===== src/sv/hvn_pkg.sv =====
// Shared types, constants and codes for the heightmap vertex normal stream.
package hvn_pkg;

    localparam int MAX_GRID_DEF = 256;
    localparam int MIN_GRID = 3;
    localparam logic [8:0] GRID_SIZE_RST = 9'd256;
    localparam logic [15:0] HEIGHT_SCALE_RST = 16'd10240;
    localparam logic signed [15:0] UNIT_Q14 = 16'sd16384;
    // Square of the vertical term, 2.0 in Q3.12, as a power of two.
    localparam int SLOPE_SQ_LOG2 = 26;
    localparam int SRCH_W = 72;
    localparam int STEPS = 16;

    localparam logic [1:0] KIND_IGNORE = 2'd0;
    localparam logic [1:0] KIND_WRITE = 2'd1;
    localparam logic [1:0] KIND_DRAIN = 2'd2;
    localparam logic [1:0] KIND_VERTEX = 2'd3;

    localparam logic [1:0] RD_CENTER = 2'd0;
    localparam logic [1:0] RD_OLD = 2'd1;
    localparam logic [1:0] RD_RIGHT = 2'd2;
    localparam logic [1:0] RD_LEFT = 2'd3;

    localparam logic REG_GRID_SIZE = 1'b0;
    localparam logic REG_HEIGHT_SCALE = 1'b1;

    typedef struct packed {
        logic command;
        logic signed [15:0] height;
    } in_word_t;

    typedef struct packed {
        logic [7:0] grid_row;
        logic [7:0] grid_col;
        logic signed [31:0] elevation;
        logic signed [15:0] normal_x;
        logic signed [15:0] normal_y;
        logic signed [15:0] normal_z;
        logic [15:0] tex_u;
        logic [15:0] tex_v;
        logic mesh_last;
    } out_word_t;

    typedef struct packed {
        logic item_load;
        logic rd_en;
        logic [1:0] rd_sel;
        logic wr_en;
        logic advance;
        logic sq_x;
        logic sq_z;
        logic iter_step;
        logic [3:0] iter_bit;
        logic out_load;
    } ctrl_cmd_t;

    typedef struct packed {
        logic [1:0] kind;
        logic interior;
        logic out_busy;
    } dp_status_t;

endpackage


===== src/sv/hvn_ctrl.sv =====
// Controller state machine sequencing reads, the normal search and output.
module hvn_ctrl import hvn_pkg::*; (
    input  logic       aclk,
    input  logic       aresetn,
    input  logic       s_valid,
    output logic       s_ready,
    input  dp_status_t status,
    output ctrl_cmd_t  cmd
);

    localparam logic [3:0] ST_IDLE = 4'd0;
    localparam logic [3:0] ST_DECIDE = 4'd1;
    localparam logic [3:0] ST_RD_O = 4'd2;
    localparam logic [3:0] ST_RD_R = 4'd3;
    localparam logic [3:0] ST_RD_L = 4'd4;
    localparam logic [3:0] ST_CAPW = 4'd5;
    localparam logic [3:0] ST_SQ_X = 4'd6;
    localparam logic [3:0] ST_SQ_Z = 4'd7;
    localparam logic [3:0] ST_ITER = 4'd8;
    localparam logic [3:0] ST_OUT = 4'd9;

    logic [3:0] state_reg, state_next;
    logic [3:0] cnt_reg, cnt_next;
    logic [1:0] kind_reg, kind_next;

    always_ff @(posedge aclk) begin
        if (!aresetn) begin
            state_reg <= ST_IDLE;
            cnt_reg <= '0;
            kind_reg <= KIND_IGNORE;
        end else begin
            state_reg <= state_next;
            cnt_reg <= cnt_next;
            kind_reg <= kind_next;
        end
    end

    always_comb begin
        cmd = '0;
        s_ready = 1'b0;
        state_next = state_reg;
        cnt_next = cnt_reg;
        kind_next = kind_reg;
        case (state_reg)
            ST_IDLE: begin
                s_ready = 1'b1;
                if (s_valid) begin
                    cmd.item_load = 1'b1;
                    state_next = ST_DECIDE;
                end
            end
            ST_DECIDE: begin
                kind_next = status.kind;
                case (status.kind)
                    KIND_WRITE: begin
                        state_next = ST_CAPW;
                    end
                    KIND_DRAIN: begin
                        cmd.rd_en = 1'b1;
                        cmd.rd_sel = RD_CENTER;
                        state_next = ST_CAPW;
                    end
                    KIND_VERTEX: begin
                        cmd.rd_en = 1'b1;
                        cmd.rd_sel = RD_CENTER;
                        state_next = status.interior ? ST_RD_O : ST_CAPW;
                    end
                    default: begin
                        state_next = ST_IDLE;
                    end
                endcase
            end
            ST_RD_O: begin
                cmd.rd_en = 1'b1;
                cmd.rd_sel = RD_OLD;
                state_next = ST_RD_R;
            end
            ST_RD_R: begin
                cmd.rd_en = 1'b1;
                cmd.rd_sel = RD_RIGHT;
                state_next = ST_RD_L;
            end
            ST_RD_L: begin
                cmd.rd_en = 1'b1;
                cmd.rd_sel = RD_LEFT;
                state_next = ST_CAPW;
            end
            ST_CAPW: begin
                if (kind_reg != KIND_DRAIN) begin
                    cmd.wr_en = 1'b1;
                    cmd.advance = 1'b1;
                end
                state_next = (kind_reg == KIND_WRITE) ? ST_IDLE : ST_SQ_X;
            end
            ST_SQ_X: begin
                cmd.sq_x = 1'b1;
                state_next = ST_SQ_Z;
            end
            ST_SQ_Z: begin
                cmd.sq_z = 1'b1;
                cnt_next = '0;
                state_next = ST_ITER;
            end
            ST_ITER: begin
                cmd.iter_step = 1'b1;
                cmd.iter_bit = ~cnt_reg;
                cnt_next = cnt_reg + 4'd1;
                if (cnt_reg == 4'(STEPS - 1)) begin
                    state_next = ST_OUT;
                end
            end
            ST_OUT: begin
                if (!status.out_busy) begin
                    cmd.out_load = 1'b1;
                    state_next = ST_IDLE;
                end
            end
            default: begin
                state_next = ST_IDLE;
            end
        endcase
    end

endmodule


===== config.mk =====
export PLATFORM = sky130hd
export DESIGN_NAME = hvn_ctrl
export DESIGN_NICKNAME = d
export VERILOG_FILES = /design/src/sv/hvn_pkg.sv /design/src/sv/hvn_ctrl.sv
export SDC_FILE = /design/constraint.sdc
export NUM_CORES = 1
export LEC_CHECK = 0
export CORE_UTILIZATION = 45
export CTS_BUF_LIST = sky130_fd_sc_hd__clkbuf_8
export CTS_CLUSTER_DIAMETER = 30
export DETAILED_ROUTE_END_ITERATION = 10
export DONT_BUFFER_PORTS = 1
export GPL_ROUTABILITY_DRIVEN = 0
export GPL_TIMING_DRIVEN = 0
export PLACE_DENSITY_LB_ADDON = 0.05
export SETUP_SLACK_MARGIN = 0.4
export SYNTH_ARGS = -nofsm -noshare
export SYNTH_HDL_FRONTEND = slang
export SYNTH_SLANG_ARGS = --single-unit

===== constraint.sdc =====
create_clock -name aclk -period 1.6 [get_ports aclk]
set_input_delay 0.08 -clock aclk [delete_from_list [all_inputs] [get_ports aclk]]
set_output_delay 0.08 -clock aclk [all_outputs]
set_load 0.02 [all_outputs]

Yosys cells after proc, flatten, opt, wreduce, memory -nomap -nowiden
Cells that the tools add are included.
Widths: inputs -> output; s select.
Storage, ports and cells
  register bits: 10
  input bits: 7
  output and inout bits: 15
  logic and storage cells: 48
Operators by class
  $add $sub $neg: 1
  eq/ne operators: 18
  multiplexer cells: 20
  bitwise operators: 1
  reduce and logical (&&, ||, !) cells: 5
Operators by type and width (count)
  $pmux 4 s10: 1
  $eq 4x3->1 const B: 4
  $eq 4x4->1 const B: 3
  $mux 4: 3
  $pmux 3 s4: 1
  $mux 3: 3
  $eq 4x2->1 const B: 2
  $ne 2x2->1 const B: 4
  $pmux 4 s2: 1
  $mux 1: 7
  $pmux 3 s2: 1
  $mux 5: 1
  $add 4x1->4 const B: 1
  $eq 2x1->1 const B: 2
  $eq 2x2->1 const B: 2
  $eq 4x1->1 const B: 1
  $logic_not 4->1: 1
  $mux 2: 2
  $not 4->4: 1
  $reduce_or 2->1: 2
  $reduce_and 3->1: 1
  $reduce_bool 2->1: 1

Logic depth before layout (Yosys ltp)
Gate-level depths: netlist of the first run.
  word-level depth: 4
  gate-level depth with buffers: 6
  gate-level depth less buffers: 6

Worst setup path after synthesis of the first run
Ideal clock, no wire load.
  path type: register to output
  from: register state_reg[3]
  to: output cmd[9] in the netlist's numbering
  arrival: 1.557 ns
  required time: 1.520 ns
  setup slack: -0.037 ns
  cell stages (with the launch flop): 5
  path through: dfxtp_1 clkbuf_1 nand2b_1 a211oi_1 buf_4
RTL lines
  start: declaration: line hvn_ctrl.sv:22  | logic [3:0] state_reg, state_next;
  start signal: assignment: line hvn_ctrl.sv:32  | state_reg <= state_next;
  end: declaration: line hvn_ctrl.sv:8  | output ctrl_cmd_t cmd

Final worst setup path of the first run
  from: register state_reg[1]
  to: register state_reg[0]
On the way
  longest elaborated chain between the ends: 3
  elaborated cells between the ends (all ways): 15
RTL lines
  $eq 4x4->1 or $logic_not 4->1 (tied branches): line hvn_ctrl.sv:44  | case (state_reg)
  $ne 2x2->1 (no line)
  $reduce_and 3->1 (no line)
Several ways; a longest one is shown, not always the timed one.
A chain may end at the register's enable or synchronous reset.

==> results of run 1 <==
timing repair:
action | 4_1_cts | 5_1_grt
pin swaps | 14 | 6
setup endpoints to repair | 24 | 24
resized for setup | 47 | 7
hold endpoints to repair | 0 | 0
buffers inserted | 8 | 1
power groups by stage:
stage                     logic (µW)  clock network [µW]  registers (µW)
after floorplan                  207                   0             281
after global placement           234                   0             283
after detailed placement         233                   0             285
after CTS                        382                 317             288
after global routing             423                 333             290
final                            396                 324             288
through the flow:
step	total power (µW)	std cells	TNS [ns]	hold WS [ns]	util [%]
finish	1010	121	0	0.0284	75.5
detailed placement	518	108	0	0.252	51.7
CTS	987	120	0	0.0290	73.7
floorplan	487	92	0	0.249	-
global route	1050	121	-0.0153	0.0423	75.5
global placement	517	108	0	0.252	51.7
cell type report:
cell class | count | share of cell area, %
plain buffers | 8 | 8.36
clock buffers | 4 | 4.84
inverters | 6 | 2.42
multi-input cells | 68 | 55.7
flip-flops and latches | 10 | 18.3
well taps | 16 | 1.76
repair buffers | 9 | 8.69
worst paths after layout:
check / from / to / cells past startpoint
max: state_reg[1] / state_reg[0] / 5
min: status[3] / kind_reg[1] / 2
max reg2reg: state_reg[1] / state_reg[0] / 5
min reg2reg: cnt_reg[3] / cnt_reg[3] / 1
layout by cell type, fill, tap and decap left out, drive strengths merged, types with 2 or more instances in the layout:
cell / count
ha: 4
a211oi: 2
buf: 13
nand3b: 2
nand3: 2
clkbuf: 8
a21oi: 7
o21ai: 4
nor2b: 7
nand2: 2
o21a: 3
inv: 6
dfxtp: 10
nor2: 9
nor3: 5
nor4: 2
mux2i: 2
nand2b: 4
routing by layer:
layer | wire [µm] | global-route usage (%) | up-vias
met1 | 840 | 32.3 | 336
met3 | 92 | 6.03 | 2
met5 | 0 | 0 | -
li1 | - | - | 350
met2 | 906 | 35.1 | 22
met4 | 17 | 3.75 | 0
worst max-delay path: cells and delay by family (launching register included):
kind                   cells  cell delay (ns)
flip-flops                 1             0.33
AND/OR/NAND/NOR            1             0.53
AO/OA/AOI/OAI              3             0.43
buffers and inverters      1             0.17
kinds of logic (layout without fill, tap and decap cells):
| kind of cell | after synthesis | after routing |
|---|---|---|
| xor+xnor | 1 | 1 |
| fa+ha+maj | 4 | 4 |
| mux | 2 | 2 |
| compound gates | 24 | 24 |
| simple gates | 37 | 37 |
| flops | 10 | 10 |
| buf+inv | 14 | 27 |
==> impl_metrics.py, run 1 <==
metrics = {
    "sta": {
        "timing.final.crit_share_pct": 97.9,
        "timing.final.hold_violations": 0,
        "finalWorstSetupSlack_ns": 0.0341,
        "max-slew-margin-rel_pct": 70.4,
        "fin_worst_skew_ns": 0.0123,
        "min_clock_period_post_route_ns": 1.57,
        "setup_viol": 0,
        "grt_setup_unrepaired": "yes",
        "max_clock_freq_mhz": 639,
        "worst_slew_pin_slew_ns": 0.441,
        "number_of_max_slew_violations_in_the_final_report": 0,
    },
    "cts": {
        "post_cts_hold_buffer_count": 0,
        "tritoncts": "built",
        "cts.clk_slew.worst_paths_ns": 0.06,
        "root_buffer": "clkbuf_8",
        "cts_buffer_depth": 2,
        "numClockSinks": 10,
        "cts_made_buffers": 3,
        "ctsHtreeMaxLevel": 1,
        "clock_insertion_delay_worst_skew_ns": 0.24,
    },
    "detailed_routing": {
        "wire_per_inst_um": 15.3,
        "firstDrtPassIters": 4,
        "wirelength_um": 1860,
        "total_via_count_after_detailed_routing": 710,
        "final_antenna_net_count": 0,
        "drt_first_iter_violations": 11,
        "via_per_inst": 5.87,
        "drc_errors": 0,
    },
    "setup_path": {
        "timing.critical_path.fanout_max": 8,
        "start_kind": "flop",
        "cp_slowest_cell": "or4b_4",
        "worst_ep_arrival_time_ns": 1.70,
        "max_stage_delay_ns": 0.53,
        "worst_ep_required_time_ns": 1.73,
        "path_class": "reg -> reg",
        "timing.critical_path.cells": "or4b_4 > buf_6 > a31oi_4 > a21oi_1 > a31o_1",
        "reg2reg_slack_ns": 0.03,
        "timing.critical_path.to_type": "flop",
    },
    "power_and_ir_drop": {
        "power.leakage_uw": 0.000446,
        "worst_ir_drop_vdd_uv": 1150,
        "clockPowerShare_pct": 32.2,
        "cellPowerDensity_nw_per_um2": 886,
        "p_sw_uw": 323,
        "internal_power_uw": 685,
        "power_frac_comb_pct": 39.3,
        "power_switching_share_pct": 32.1,
        "sequentialPowerShare_pct": 28.6,
    },
    "grt": {
        "grt_antenna_before_repair": 0,
        "grt_remaining_overflow": 0,
        "number_of_global_route_vias_before_repair": 676,
        "globalRouteTotalUtil_pct": 22.7,
        "grt_max_degree": 11,
        "grt_first_pass_wirelength_um": 3080,
    },
    "cells_and_area": {
        "n_fill_cell": 99,
        "ff_latch_area_um2": 208,
        "signed_area_change_from_the_synthesized_netlist_to_the_final_layout_pct": 55.9,
        "diodes": 0,
        "design_area_um2": 1140,
        "num-nets-final": 117,
        "multi_input_area_um2": 633,
        "drive_gt1_share_pct": 48.6,
    },
    "yosys": {
        "simple_gate_fraction_of_synth_area_pct": 29.0,
        "synth_compound_gate_area_share_pct": 23.5,
        "synth_ff_type": "dfxtp_1",
        "postSynthNetCount": 103,
        "yosysUniqueCellTypes": 35,
        "async_flop_share_pct": 0,
        "synth.area.mux_share_pct": 2.74,
        "yosys.area.top_type_share_pct": 27.4,
        "sequential_element_share_of_the_synthesized_area_pct": 27.4,
        "syn-mean-instance-area_um2": 7.93,
        "synth.top_cells.by_area": "dfxtp_1 27%, ha_1 6.9%, nor2b_1 6.0%",
        "ys_ff_latch": 10,
        "synthesis_warning_total": 0,
        "synth-adder-area-share_pct": 6.86,
        "synthXorXnorAreaFrac_pct": 1.20,
        "post_synth_inst_count": 92,
        "synth_top_family_by_area": "simple AND/OR/NAND/NOR gates",
        "syn-cell-area_um2": 729,
        "netlist_top_cells_count": "10 x dfxtp_1, 9 x nor2_1, 7 x a21oi_1, 7 x nor2b_1",
        "yosys.area.top_type": "dfxtp_1",
        "yosysMostFrequentCell": "dfxtp_1",
        "synth-edff-count": 0,
    },
    "worst_hold_path": {
        "worstHoldPathType": "in -> reg",
    },
    "status": {
        "run_status": "finished, final reports clean",
    },
    "flow_run": {
        "maxCapViolCount": 0,
    },
    "floorplanning": {
        "floorplan.die_area_um2": 1790,
        "num_io_pins": 22,
        "die_h_um": 42.3,
        "initial_utilization_pct": 48.4,
        "core_area_um2": 1510,
        "floorplan.die.width_um": 42.3,
        "placementRows": 14,
    },
    "place": {
        "dp_hpwl_um": 1100,
        "placement.cell_area_um2": 778,
        "numPortBuffers": 0,
        "pre_cts_ws_ns": 0.0591,
    },
}
(Power assumes the default switching activity.)
==> run 2, diff against run 1 <==
--- a/config.mk
+++ b/config.mk
@@ -5,6 +5,8 @@
 export SDC_FILE = /design/constraint.sdc
 export NUM_CORES = 1
 export LEC_CHECK = 0
+export CAP_MARGIN = 20
+export CORE_MARGIN = 5
 export CORE_UTILIZATION = 45
 export CTS_BUF_LIST = sky130_fd_sc_hd__clkbuf_8
 export CTS_CLUSTER_DIAMETER = 30
==> constraint.sdc (replaced) <==
create_clock -name aclk -period 1.7 [get_ports aclk]
set_input_delay 0.085 -clock aclk [delete_from_list [all_inputs] [get_ports aclk]]
set_output_delay 0.085 -clock aclk [all_outputs]
set_load 0.02 [all_outputs]
==> impl_metrics.py, run 2 (synthesis gave the netlist of run 1 again) <==
metrics = {
    "status": {
        "run_status": "finished, final reports clean",
    },
    "floorplanning": {
        "die_h_um": 50.3,
        "core_area_um2": 1520,
        "floorplan.die_area_um2": 2530,
        "num_io_pins": 22,
        "floorplan.die.width_um": 50.3,
        "placementRows": 14,
        "initial_utilization_pct": 47.9,
    },
    "setup_path": {
        "timing.critical_path.fanout_max": 8,
        "critPathMostFrequentCell": "a21oi_1",
        "start_kind": "flop",
        "timing.critical_path.cells": "or4b_4 > buf_8 > inv_4 > nor2_1 > a21oi_1 > a21oi_1",
        "timing.critical_path.to_type": "flop",
        "cp_slowest_cell": "or4b_4",
        "worst_ep_required_time_ns": 1.82,
        "path_class": "reg -> reg",
        "max_stage_delay_ns": 0.52,
        "worst_ep_arrival_time_ns": 1.80,
    },
    "sta": {
        "timing.final.crit_share_pct": 99.0,
        "setup_viol": 0,
        "grt_setup_unrepaired": "yes",
        "worst_slew_pin_slew_ns": 0.460,
        "number_of_max_slew_violations_in_the_final_report": 0,
        "max_clock_freq_mhz": 594,
        "finalWorstSetupSlack_ns": 0.0173,
        "max-slew-margin-rel_pct": 69.1,
        "fin_worst_skew_ns": 0.00253,
        "timing.final.hold_violations": 0,
        "min_clock_period_post_route_ns": 1.68,
    },
    "cts": {
        "cts_made_buffers": 3,
        "ctsHtreeMaxLevel": 1,
        "numClockSinks": 10,
        "cts.clk_slew.worst_paths_ns": 0.05,
        "clock_insertion_delay_worst_skew_ns": 0.24,
        "tritoncts": "built",
        "cts_buffer_depth": 2,
        "root_buffer": "clkbuf_8",
    },
    "detailed_routing": {
        "via_per_inst": 5.81,
        "drc_errors": 0,
        "total_via_count_after_detailed_routing": 726,
        "wirelength_um": 2150,
        "firstDrtPassIters": 4,
        "wire_per_inst_um": 17.2,
        "final_antenna_net_count": 0,
        "drt_first_iter_violations": 10,
    },
    "place": {
        "placedCellCount": 108,
        "dp_hpwl_um": 1170,
        "numPortBuffers": 0,
        "pre_cts_ws_ns": 0.119,
    },
    "grt": {
        "grt_remaining_overflow": 0,
        "grt_first_pass_wirelength_um": 3370,
        "globalRouteTotalUtil_pct": 17.4,
        "grt_antenna_before_repair": 0,
        "grt_max_degree": 11,
        "number_of_global_route_vias_before_repair": 716,
    },
    "cells_and_area": {
        "num-nets-final": 121,
        "signed_area_change_from_the_synthesized_netlist_to_the_final_layout_pct": 60.7,
        "mostFrequentLayoutCells": "9 x buf_4, 7 x dfxtp_1, 6 x buf_6, 6 x nor2b_1",
        "diodes": 0,
        "drive_gt1_share_pct": 49.5,
        "post_layout_nonfiller_instances": 125,
        "layout.cells.most_common": "buf_4",
    },
    "power_and_ir_drop": {
        "cellPowerDensity_nw_per_um2": 841,
        "power.leakage_uw": 0.000462,
        "worst_ir_drop_vdd_uv": 457,
    },
    "flow_run": {
        "maxCapViolCount": 0,
    },
    "worst_hold_path": {
        "worstHoldPathType": "in -> reg",
    },
}
==> run 2: cell count changes in the layout (fill, tap and decap cells not counted), sizes merged <==
cell,before,now
buf,13,17
==> run 2: stage by stage <==
stage / hold slack [ns] / utilization (%) / instance area (µm²) / power (µW) / TNS (ns)
after floorplan: 0.254 / - / 752 / 454 / 0
after CTS: 0.0133 / 67.6 / 1030 / 913 / 0
after global routing: 0.0298 / 76.9 / 1170 / 1040 / -0.0291
after global placement: 0.264 / 50.7 / 772 / 484 / 0
after detailed placement: 0.265 / 50.7 / 772 / 485 / 0
final: 0.0177 / 76.9 / 1170 / 986 / 0
==> run 2: cell type report <==
type / count / area (µm²)
buffer: 8 / 98.8
timing repair buffer: 13 / 116
clock buffer: 4 / 55.1
multi-input combinational: 68 / 648
sequential: 10 / 209
tap: 16 / 20.0
inverter: 6 / 25.0
fill: 99 / 352
==> run 2: layer usage <==
layer  global-route usage, %  vias to the layer above  wire length (µm)
li1                        -                      355                 -
met1                    20.8                      337               878
met2                    25.5                       25              1030
met3                    7.99                        9               172
met4                    10.0                        0                72
met5                       0                        -                 0
==> run 2: worst paths after layout <==
check / startpoint / end / slack, ns / depth (start not counted)
max: state_reg[0] / cnt_reg[3] / 0.02 / 6
min: status[2] / kind_reg[0] / 0.02 / 2
min reg2reg: kind_reg[0] / kind_reg[0] / 0.52 / 2
max reg2reg: state_reg[0] / cnt_reg[3] / 0.02 / 6
==> run 2: repair_timing <==
action	4_1_cts	5_1_grt
buffers inserted	8	5
hold buffers	0	0
pin swaps	7	13
endpoints found under the setup margin	24	23
resized for setup	38	24
==> run 2: worst max-delay path, delay by kind of cell, from the launching register on <==
kind | cells | cell delay [ns]
buffers and inverters | 2 | 0.28
AOI/OAI and AO/OA | 2 | 0.31
DFF | 1 | 0.35
and+or+nand+nor | 2 | 0.62
==> run 2: power by group <==
group	internal (µW)	leakage, µW	total, µW	switching (µW)
registers	254	0.0000830	272	17.9
logic	205	0.000351	406	201
clock network	204	0.0000288	308	103
